**src/rtl/assert_macros.svh**
```systemverilog
// assertion macros used by the rtl top level
`ifndef ASSERT_MACROS_SVH
`define ASSERT_MACROS_SVH

// checked only while out of reset
`define TRP_ASSERT(lbl, clk, rst_n, prop) \
    lbl: assert property (@(posedge clk) disable iff (!rst_n) prop) \
        else $error("trp assertion failed");

// checked on every edge, reset included
`define TRP_ASSERT_ALWAYS(lbl, clk, prop) \
    lbl: assert property (@(posedge clk) prop) \
        else $error("trp assertion failed");

`endif

```
**src/rtl/trp_pkg.sv**
```systemverilog
// types and constants of the trie root prefix replacer
package trp_pkg;

    typedef enum logic [1:0] {
        CMD_DICT_LETTER,
        CMD_DICT_END,
        CMD_SENT_BYTE,
        CMD_CLEAR
    } t_cmd;

    typedef enum logic [1:0] {
        ST_OK,
        ST_FULL,
        ST_BADCH
    } t_status;

    typedef enum logic {
        KIND_BYTE,
        KIND_STATUS
    } t_kind;

    localparam logic [7:0] CH_BASE  = 8'd97;
    localparam logic [7:0] CH_SPACE = 8'd32;

    typedef struct packed {
        t_kind      kind;
        logic [7:0] out_char;
        t_status    status;
    } t_res;

    typedef struct packed {
        logic vld;
        t_res res;
    } t_push;

endpackage

```
**src/rtl/trp_ctrl.sv**
```systemverilog
// sequencer for dictionary insertion, row nulling and sentence scanning
module trp_ctrl
    import trp_pkg::*;
#(
    parameter int POOL_NODES = 1024,
    parameter int ALPHABET   = 26,
    parameter int NW         = 10,
    parameter int AW         = 5
) (
    input  logic             i_clk,
    input  logic             i_rst_n,
    input  logic             i_s_vld,
    output logic             o_s_rdy,
    input  logic [1:0]       i_cmd,
    input  logic [7:0]       i_ch,
    input  logic             i_res_rdy,
    output t_push            o_push,
    output logic             o_clr,
    output logic             o_we,
    output logic [NW+AW-1:0] o_waddr,
    output logic [NW:0]      o_wdata,
    output logic             o_re,
    output logic [NW+AW-1:0] o_raddr,
    input  logic [NW:0]      i_rdata
);

    localparam int ADDR = NW + AW;
    localparam int CW   = $clog2(POOL_NODES + 1);
    localparam logic [8:0]    LETTER_END = 9'(int'(CH_BASE) + ALPHABET);
    localparam logic [CW-1:0] POOL_FULL  = CW'(POOL_NODES);
    localparam logic [AW-1:0] IDX_LAST   = AW'(ALPHABET - 1);

    typedef enum logic [2:0] {
        S_IDLE,
        S_SRD,
        S_DRD,
        S_NULL,
        S_EMIT
    } t_state;

    typedef enum logic [1:0] {
        M_WALK,
        M_CUT,
        M_PASS
    } t_mode;

    t_state        r_state,    n_state;
    logic [CW-1:0] r_used,     n_used;
    logic [NW-1:0] r_dict_cur, n_dict_cur;
    t_status       r_dict_err, n_dict_err;
    logic [ADDR-1:0] r_link,   n_link;
    logic [NW-1:0] r_scan_cur, n_scan_cur;
    t_mode         r_mode,     n_mode;
    logic [7:0]    r_ch,       n_ch;
    logic [ADDR-1:0] r_addr,   n_addr;
    logic [NW-1:0] r_null_node, n_null_node;
    logic [AW-1:0] r_null_cnt, n_null_cnt;
    t_res          r_res,      n_res;

    logic          w_letter;
    logic [7:0]    w_diff;
    logic [AW-1:0] w_idx;
    logic [NW-1:0] w_nxt;
    logic [NW-1:0] w_new;
    logic          w_emit;
    t_res          w_res;
    t_cmd          w_cmd;

    assign w_cmd    = t_cmd'(i_cmd);
    assign w_letter = ({1'b0, i_ch} >= {1'b0, CH_BASE}) && ({1'b0, i_ch} < LETTER_END);
    assign w_diff   = i_ch - CH_BASE;
    assign w_idx    = w_diff[AW-1:0];
    assign w_nxt    = i_rdata[NW-1:0];
    assign w_new    = r_used[NW-1:0];
    assign o_s_rdy  = (r_state == S_IDLE);

    always_comb begin
        n_state     = r_state;
        n_used      = r_used;
        n_dict_cur  = r_dict_cur;
        n_dict_err  = r_dict_err;
        n_link      = r_link;
        n_scan_cur  = r_scan_cur;
        n_mode      = r_mode;
        n_ch        = r_ch;
        n_addr      = r_addr;
        n_null_node = r_null_node;
        n_null_cnt  = r_null_cnt;
        n_res       = r_res;
        w_emit      = 1'b0;
        w_res       = '{kind: KIND_BYTE, out_char: r_ch, status: ST_OK};
        o_push      = '0;
        o_clr       = 1'b0;
        o_we        = 1'b0;
        o_waddr     = r_addr;
        o_wdata     = '0;
        o_re        = 1'b0;
        o_raddr     = {r_dict_cur, w_idx};

        case (r_state)
            S_IDLE: begin
                if (i_s_vld) begin
                    n_ch = i_ch;
                    case (w_cmd)
                        CMD_DICT_LETTER: begin
                            if (r_dict_err == ST_OK) begin
                                if (!w_letter) begin
                                    n_dict_err = ST_BADCH;
                                end else begin
                                    o_re    = 1'b1;
                                    o_raddr = {r_dict_cur, w_idx};
                                    n_addr  = o_raddr;
                                    n_state = S_DRD;
                                end
                            end
                        end
                        CMD_DICT_END: begin
                            w_emit = 1'b1;
                            w_res  = '{kind: KIND_STATUS, out_char: 8'd0, status: r_dict_err};
                            if (r_dict_err == ST_OK && r_dict_cur != '0) begin
                                o_we    = 1'b1;
                                o_waddr = r_link;
                                o_wdata = {1'b1, r_dict_cur};
                            end
                            n_dict_cur = '0;
                            n_dict_err = ST_OK;
                        end
                        CMD_SENT_BYTE: begin
                            w_res = '{kind: KIND_BYTE, out_char: i_ch, status: ST_OK};
                            if (i_ch == CH_SPACE) begin
                                n_scan_cur = '0;
                                n_mode     = M_WALK;
                                w_emit     = 1'b1;
                            end else if (r_mode == M_CUT) begin
                                w_emit = 1'b0;
                            end else if (r_mode == M_WALK && w_letter) begin
                                o_re    = 1'b1;
                                o_raddr = {r_scan_cur, w_idx};
                                n_state = S_SRD;
                            end else begin
                                n_mode = M_PASS;
                                w_emit = 1'b1;
                            end
                        end
                        CMD_CLEAR: begin
                            o_clr      = 1'b1;
                            n_used     = CW'(1);
                            n_dict_cur = '0;
                            n_dict_err = ST_OK;
                            n_scan_cur = '0;
                            n_mode     = M_WALK;
                        end
                        default: begin
                            n_state = S_IDLE;
                        end
                    endcase
                end
            end
            S_SRD: begin
                w_emit  = 1'b1;
                n_state = S_IDLE;
                if (w_nxt == '0) begin
                    n_mode = M_PASS;
                end else begin
                    n_scan_cur = w_nxt;
                    n_mode     = i_rdata[NW] ? M_CUT : M_WALK;
                end
            end
            S_DRD: begin
                n_state = S_IDLE;
                if (w_nxt != '0) begin
                    n_dict_cur = w_nxt;
                    n_link     = r_addr;
                end else if (r_used == POOL_FULL) begin
                    n_dict_err = ST_FULL;
                end else begin
                    o_we        = 1'b1;
                    o_waddr     = r_addr;
                    o_wdata     = {1'b0, w_new};
                    n_used      = r_used + CW'(1);
                    n_dict_cur  = w_new;
                    n_link      = r_addr;
                    n_null_node = w_new;
                    n_null_cnt  = '0;
                    n_state     = S_NULL;
                end
            end
            S_NULL: begin
                o_we    = 1'b1;
                o_waddr = {r_null_node, r_null_cnt};
                o_wdata = '0;
                if (r_null_cnt == IDX_LAST) begin
                    n_state = S_IDLE;
                end else begin
                    n_null_cnt = r_null_cnt + AW'(1);
                end
            end
            S_EMIT: begin
                if (i_res_rdy) begin
                    o_push  = '{vld: 1'b1, res: r_res};
                    n_state = S_IDLE;
                end
            end
            default: begin
                n_state = S_IDLE;
            end
        endcase

        if (w_emit) begin
            if (i_res_rdy) begin
                o_push = '{vld: 1'b1, res: w_res};
            end else begin
                n_res   = w_res;
                n_state = S_EMIT;
            end
        end
    end

    always_ff @(posedge i_clk) begin
        if (!i_rst_n) begin
            r_state    <= S_IDLE;
            r_used     <= CW'(1);
            r_dict_cur <= '0;
            r_dict_err <= ST_OK;
            r_scan_cur <= '0;
            r_mode     <= M_WALK;
        end else begin
            r_state    <= n_state;
            r_used     <= n_used;
            r_dict_cur <= n_dict_cur;
            r_dict_err <= n_dict_err;
            r_scan_cur <= n_scan_cur;
            r_mode     <= n_mode;
        end
        r_link      <= n_link;
        r_ch        <= n_ch;
        r_addr      <= n_addr;
        r_null_node <= n_null_node;
        r_null_cnt  <= n_null_cnt;
        r_res       <= n_res;
    end

endmodule

```
**config.mk**
```make
export PLATFORM = sky130hd
export DESIGN_NAME = trp_ctrl
export DESIGN_NICKNAME = d
export VERILOG_FILES = /design/src/rtl/assert_macros.svh /design/src/rtl/trp_pkg.sv /design/src/rtl/trp_ctrl.sv
export SDC_FILE = /design/constraint.sdc
export NUM_CORES = 1
export LEC_CHECK = 0
export ABC_CLOCK_PERIOD_IN_PS = 2400
export BUFFER_PORTS_ARGS = -buffer_cell sky130_fd_sc_hd__buf_2
export CAP_MARGIN = 20
export CORE_MARGIN = 2
export CORE_UTILIZATION = 39
export DETAILED_ROUTE_END_ITERATION = 8
export PLACE_DENSITY_LB_ADDON = 0.1
export SETUP_SLACK_MARGIN = 0.4
export SLEW_MARGIN = 20
export SYNTH_ARGS = -nofsm -noshare
export SYNTH_HDL_FRONTEND = slang
export SYNTH_SLANG_ARGS = --single-unit
```
**constraint.sdc**
```tcl
create_clock -name i_clk -period 2.4 [get_ports i_clk]
set_input_delay 0 -clock i_clk [delete_from_list [all_inputs] [get_ports i_clk]]
set_output_delay 0 -clock i_clk [all_outputs]
set_load 0.01 [all_outputs]
```
==> Word-level counts from Yosys, hierarchy flattened <==
Index checks and enable logic that the tools add are counted.
{ "totals": {"reg_bits": 102, "inputBits": 25} }
{ "op_classes": {"n_eq_ne": 28, "magnitude_cmp": 2, "bitwise_logic": 3, "addsub": 3, "reduce_logical": 25, "n_mux": 96} }
{ "op_table": {"columns": ["op", "n"], "rows": [
  ["15-bit two-way mux", 11],
  ["11-bit two-way mux", 9],
  ["10-bit two-way mux", 9],
  ["11-bit one-hot mux with 2 select lines", 3],
  ["10-bit one-hot mux with 2 select lines", 3],
  ["12-bit two-way mux", 4],
  ["3-bit two-way mux", 10],
  ["15-bit one-hot mux with 2 select lines", 1],
  ["2-bit two-way mux", 12],
  ["1-bit two-way mux", 20],
  ["5-bit AND reduction", 4],
  ["10-bit nonzero test", 2],
  ["2-bit inequality test, second input constant", 8],
  ["2-bit one-hot mux with 2 select lines", 4],
  ["5-bit two-way mux", 3],
  ["3-bit inequality test, second input constant", 4],
  ["3-bit one-hot mux with 4 select lines", 1],
  ["11-bit by 1-bit adder with 11-bit output, second input constant", 1],
  ["11-bit equality test, second input constant", 1],
  ["10-bit logical NOT", 1],
  ["5-bit one-hot mux with 2 select lines", 1],
  ["8-bit by 6-bit equality test with 1-bit output, second input constant", 1],
  ["8-bit by 7-bit >= comparator with 1-bit output, second input constant", 1],
  ["8-bit by 7-bit < comparator with 1-bit output, second input constant", 1],
  ["other kinds (25)", 42]
]} }

==> Logic depth before layout (Yosys ltp) <==
{ "depth": {"word_depth": 11, "ltp_mapped": 9} }

==> Worst setup path before layout <==
OpenSTA, ideal clock, no wires.
{ "synth_timing": {"path_kind": "reg2reg", "from": "register r_state[2]", "to": "register r_res[0] (netlist bit), enable pin", "setup_ns": 0.379, "n_path_buf": 1, "slack_ns": -0.179, "t_required_ns": 2.021, "period_less_slack_ns": 2.579, "path_stages_with_launch": 7, "t_arrival_ns": 2.201, "cell_sequence": "dfxtp_1 > buf_2 > nor4b_4 > nand2_2 > o21ai_0 > o21ai_0 > nor2_1"} }
{ "synth_between": {"elab_chain_cells": 3, "elab_cells_between_ends": 4, "classes_between": "eq/ne: 1; mux: 1; reduce/logical: 2"} }
{ "synth_rtl": {"columns": ["element", "line_no", "source"], "rows": [
  ["start, declared", "trp_ctrl.sv:47", "t_state r_state, n_state;"],
  ["start signal, assigned", "trp_ctrl.sv:228", "r_state <= n_state;"],
  ["3-bit by 1-bit equality test with 1-bit output or 3-bit logical NOT (tied branches)", "trp_ctrl.sv:100", "case (r_state)"],
  ["1-bit one-hot mux with 2 select lines *", "trp_ctrl.sv:100", null],
  ["2-bit AND reduction (no source line) *", null, null],
  ["end signal, assigned", "trp_ctrl.sv:240", "r_res <= n_res;"],
  ["end, declared", "trp_ctrl.sv:58", "t_res r_res, n_res;"]
]} }
Mark *: on every way between the ends. The rest lies on a longest branch, timed or not.
A chain may end at the register's enable or synchronous reset.

==> Worst setup path after layout <==
{ "layout_timing": {"from": "register r_state[2]", "to": "output o_raddr[11]"} }
{ "layout_between": {"elab_chain_cells": 2} }
{ "layout_rtl": {"columns": ["element", "line_no", "source"], "rows": [
  ["3-bit logical NOT", "trp_ctrl.sv:100", null],
  ["15-bit two-way mux", "trp_ctrl.sv:100", null],
  ["end, declared", "trp_ctrl.sv:23", "output logic [NW+AW-1:0] o_raddr,"]
]} }
No other way between the ends.

==> run summary <==
============================================================================================
Hold Slack                                                                         0.0242 ns
Fin. max-slew vios                                                                         0
Int Pwr                                                                              2830 µW
Reg power frac                                                                         51.6%
Basic-gate share of the synthesized area counting and, or, nand and nor cells          15.9%
Share of the synthesized area in the top cell type                                     38.3%
Core region area                                                                  12,600 µm²
Via count                                                                              4,176
Part of the Yosys area used for sequential elements                                    53.5%
Maximum clock insertion buffer count                                                       2
Flop and latch count out of synthesis                                                    102
Adder and majority gate portion of the synthesized area                                2.99%
Number of standard-cell rows in the floorplan                                             41
Synth top area cells                                                            sky130_fd_sc_hd__edfxtp_1 38%, sky130_fd_sc_hd__dfxtp_1 15%, sky130_fd_sc_hd__a22o_1 4.2%
Clock transition at the registers of the reported paths                              0.07 ns
Count of unique library cells instantiated by Yosys                                       61
Final Setup Violations                                                                     0
TritonCTS buffer count                                                                     9
Average wire length per cell after detail routing                                    18.1 µm
IO Port Bufs                                                                              81
Stage delay of the slowest cell on the critical path                                 0.54 ns
Leakage                                                                           0.00274 µW
Fin crit share                                                                         98.2%
Critical path required time                                                          2.40 ns
Max-capacitance violation count                                                            0
Antenna violations before repair                                                           0
HPWL after detailed placement                                                        9660 µm
Part of the power in the clock network                                                 39.5%
Number of antenna-violating nets in the routed design                                      0
Sort of element at the start of the critical path                                  flip-flop
DRC violation count after routing                                                          0
Cells after Synth                                                                        456
Floorplan die height                                                                  117 µm
Fraction of layout cells with a size suffix above 1                                    35.3%
Effective utilization at floorplan                                                     39.9%
Die area                                                                          13,800 µm²
Routed length on met3                                                                 684 µm
Cell area reported after detailed placement                                         5790 µm²
Number of warnings printed during yosys synthesis                                          0
Via density                                                                             5.37
FMAX                                                                               0.424 GHz
Number of global-route vias before repair                                              3,983
Routed wire length                                                                 14,100 µm
Fillers                                                                                1,130
Met2 WL                                                                              6380 µm
Layout overhead on the synthesized area                                                37.1%
Most instantiated flip-flop cell in the synthesis netlist                       sky130_fd_sc_hd__edfxtp_1
Clock latency on the worst-skew pair                                                 0.35 ns
Async set-reset flop share out of synthesis                                               0%
Combinational Power Share                                                               8.9%
Setup skew after layout                                                           0.00641 ns
Total grt overflow                                                                         0
Clock root buffer master                                                        sky130_fd_sc_hd__clkbuf_16
Number of detailed-routing iterations run before antenna repair                            4
H-tree lvl count                                                                           3
Number of flops mapped to enable cells by yosys                                           64
CTS tree                                                                               built
Run status                                                                      finished, final reports clean
Wl on met1                                                                           6840 µm
Highest metal layer used by the detailed router                                         met4
Synth area leader                                                               sky130_fd_sc_hd__edfxtp_1
Max VDD drop                                                                        0.305 mV
Final net count                                                                          638
Number of primary I/O pins                                                                82
Layout Cell Area excl Fill                                                          6880 µm²
Synth Area in Compound Gates                                                           18.8%
Count of clock tree sinks                                                                102
Post-synth net total                                                                     493
Final weighted congestion of routability-driven global placement                       0.825
Antenna diodes                                                                             0
Pin slew with the least headroom to its limit                                       0.537 ns
Iteration-0 DRC Markers                                                                  290
Maximum number of pins on one net before global-route repair                              24
Maximum fanout along the worst path                                                       11
Width of the die                                                                      117 µm
Post-layout util                                                                       54.7%
Combined global-route utilization of all metal layers                                  20.4%
Most numerous cell types in the synthesized netlist                             64 x sky130_fd_sc_hd__edfxtp_1, 42 x sky130_fd_sc_hd__nand2_1, 38 x sky130_fd_sc_hd__dfxtp_1, 29 x sky130_fd_sc_hd__nor2_1, 24 x sky130_fd_sc_hd__a22o_1
Share of total power consumed by net switching                                         22.3%
Final hold violation count                                                                 0
Critical Path Sink Type                                                         primary output
Post-synthesis average cell area                                                    11.0 µm²
Worst min-delay path category                                                         in2reg
Shortest period the worst path allows                                                2.36 ns
Combinational family with the most area after synthesis                         compound AO/OA/AOI/OAI gates
Netlist area before placement                                                       5020 µm²
Total power divided by cell area                                                  530 nW/µm²
Category of the critical setup timing path                                           reg2out
Critical path cell sequence                                                     or4b_4, a21oi_4, nor2b_4, and4b_1, buf_12, mux2_4, buf_6
Cell with the largest stage delay on the worst path                             sky130_fd_sc_hd__or4b_4
Setup repair after global routing missed its margin                                     true
Portion of netlist area occupied by mux cells                                          2.24%
Relative slew slack                                                                    63.9%
Net switching power figure                                                            811 µW
Most frequently used cell type in the post-synthesis netlist                    sky130_fd_sc_hd__edfxtp_1
Worst EP arrival                                                                     2.36 ns
Global-route wire length before repair                                             22,100 µm
Final sum of negative setup slack                                                       0 ns
Xor and xnor fraction of the mapped netlist area                                       2.44%
============================================================================================
## placed cells by master (no fill, tap or decap), types with 3 or more instances in the layout
master                           n
sky130_fd_sc_hd__a21o_1         15
sky130_fd_sc_hd__o21ai_2        12
sky130_fd_sc_hd__nor3_1          5
sky130_fd_sc_hd__clkbuf_1        4
sky130_fd_sc_hd__o2bb2ai_1      10
sky130_fd_sc_hd__nand2_1        40
sky130_fd_sc_hd__a21oi_1        14
sky130_fd_sc_hd__a22o_1         24
sky130_fd_sc_hd__o211ai_1        3
sky130_fd_sc_hd__nor2_1         27
sky130_fd_sc_hd__edfxtp_1       64
sky130_fd_sc_hd__nor2b_1        13
sky130_fd_sc_hd__clkbuf_16       9
sky130_fd_sc_hd__nor4_1          5
sky130_fd_sc_hd__dfxtp_2         5
sky130_fd_sc_hd__inv_1          22
sky130_fd_sc_hd__o21ai_0         5
sky130_fd_sc_hd__or3_1           4
sky130_fd_sc_hd__xnor2_1         7
sky130_fd_sc_hd__nand4_1         7
sky130_fd_sc_hd__xor2_1          7
sky130_fd_sc_hd__buf_4          41
sky130_fd_sc_hd__nand3_1        11
sky130_fd_sc_hd__dfxtp_1        31
sky130_fd_sc_hd__mux2_4         10
sky130_fd_sc_hd__buf_6          25
sky130_fd_sc_hd__nor2_4          3
sky130_fd_sc_hd__a22oi_1         9
sky130_fd_sc_hd__buf_12          5
sky130_fd_sc_hd__o21a_1         10
sky130_fd_sc_hd__buf_2          66
sky130_fd_sc_hd__dlygate4sd3_1  19
sky130_fd_sc_hd__ha_1           12
## metal layers
metal	up-vias	track usage, %
met5	-	0
met4	0	4.52
met3	22	5.35
met2	125	31.3
met1	2031	29.0
li1	1998	-
## state kept, by name, summed over array words and instances (netlist names)
register,cells
r_ch,8
r_scan_cur,10
r_null_node,10
r_mode,2
r_dict_err,2
r_state,3
r_used,11
r_null_cnt,5
r_res,11
r_dict_cur,10
r_addr,15
r_link,15
## repair_timing
| action | 4_1_cts | 5_1_grt |
|---|---|---|
| hold endpoints to repair | 29 | 0 |
| setup endpoints to repair | 90 | 111 |
| hold buffers | 19 | 0 |
| gates cloned | 2 | 1 |
| buffers inserted | 19 | 7 |
| pin swaps | 13 | 33 |
| gates resized for setup | 67 | 33 |
## power by group through the flow
| stage | Clock (µW) | Sequential [µW] | Combinational, µW |
|---|---|---|---|
| after floorplan | 0 | 1920 | 138 |
| after global placement | 0 | 1920 | 234 |
| after detailed placement | 0 | 1920 | 237 |
| after CTS | 1470 | 1880 | 301 |
| after global routing | 1540 | 1880 | 348 |
| final | 1440 | 1880 | 324 |
## kinds of logic after synthesis
kind of cell               Yosys count
and+or+nand+nor                    146
AOI/OAI and AO/OA                  125
DFF                                102
buffers and inverters               47
xor gates and xnor gates            14
adders and majority gates           12
muxes                               10
## metrics by stage
| step | power [µW] | worst slack (ns) | std cells |
|---|---|---|---|
| 6_report | 3640 | 0.0429 | 778 |
| 3_3_place_gp | 2150 | 0.205 | 714 |
| 4_1_cts | 3650 | -0.0000930 | 770 |
| 3_5_place_dp | 2160 | 0.0779 | 714 |
| 2_1_floorplan | 2060 | 0.322 | 456 |
| 5_1_grt | 3770 | -0.0607 | 778 |
## critical path: cells and delay by family, from the launching register on
family | cells | cell delay (ns)
buf+inv | 2 | 0.28
compound gates | 1 | 0.14
simple gates | 3 | 0.94
flops | 1 | 0.33
mux | 1 | 0.31
## path summary, 6_finish.rpt
check,cells after the start,slack [ns],end,startpoint
max,7,0.04,o_raddr[11],r_state[2]
min,2,0.02,r_addr[0],i_ch[0]
max reg2reg,11,0.33,r_state[0],r_state[1]
min reg2reg,0,0.46,r_link[13],r_addr[13]
## area by class of cell
class | count | area, µm² | area share [%]
sequential | 102 | 2700 | 39.2
multi-input combinational | 308 | 2370 | 34.4
timing repair buffer | 157 | 1220 | 17.8
clock buffer | 13 | 240 | 3.49
tap | 172 | 215 | 3.13
inverter | 23 | 86.3 | 1.26
clock inverter | 3 | 46.3 | 0.673
Power figures use the tool's default switching activity.
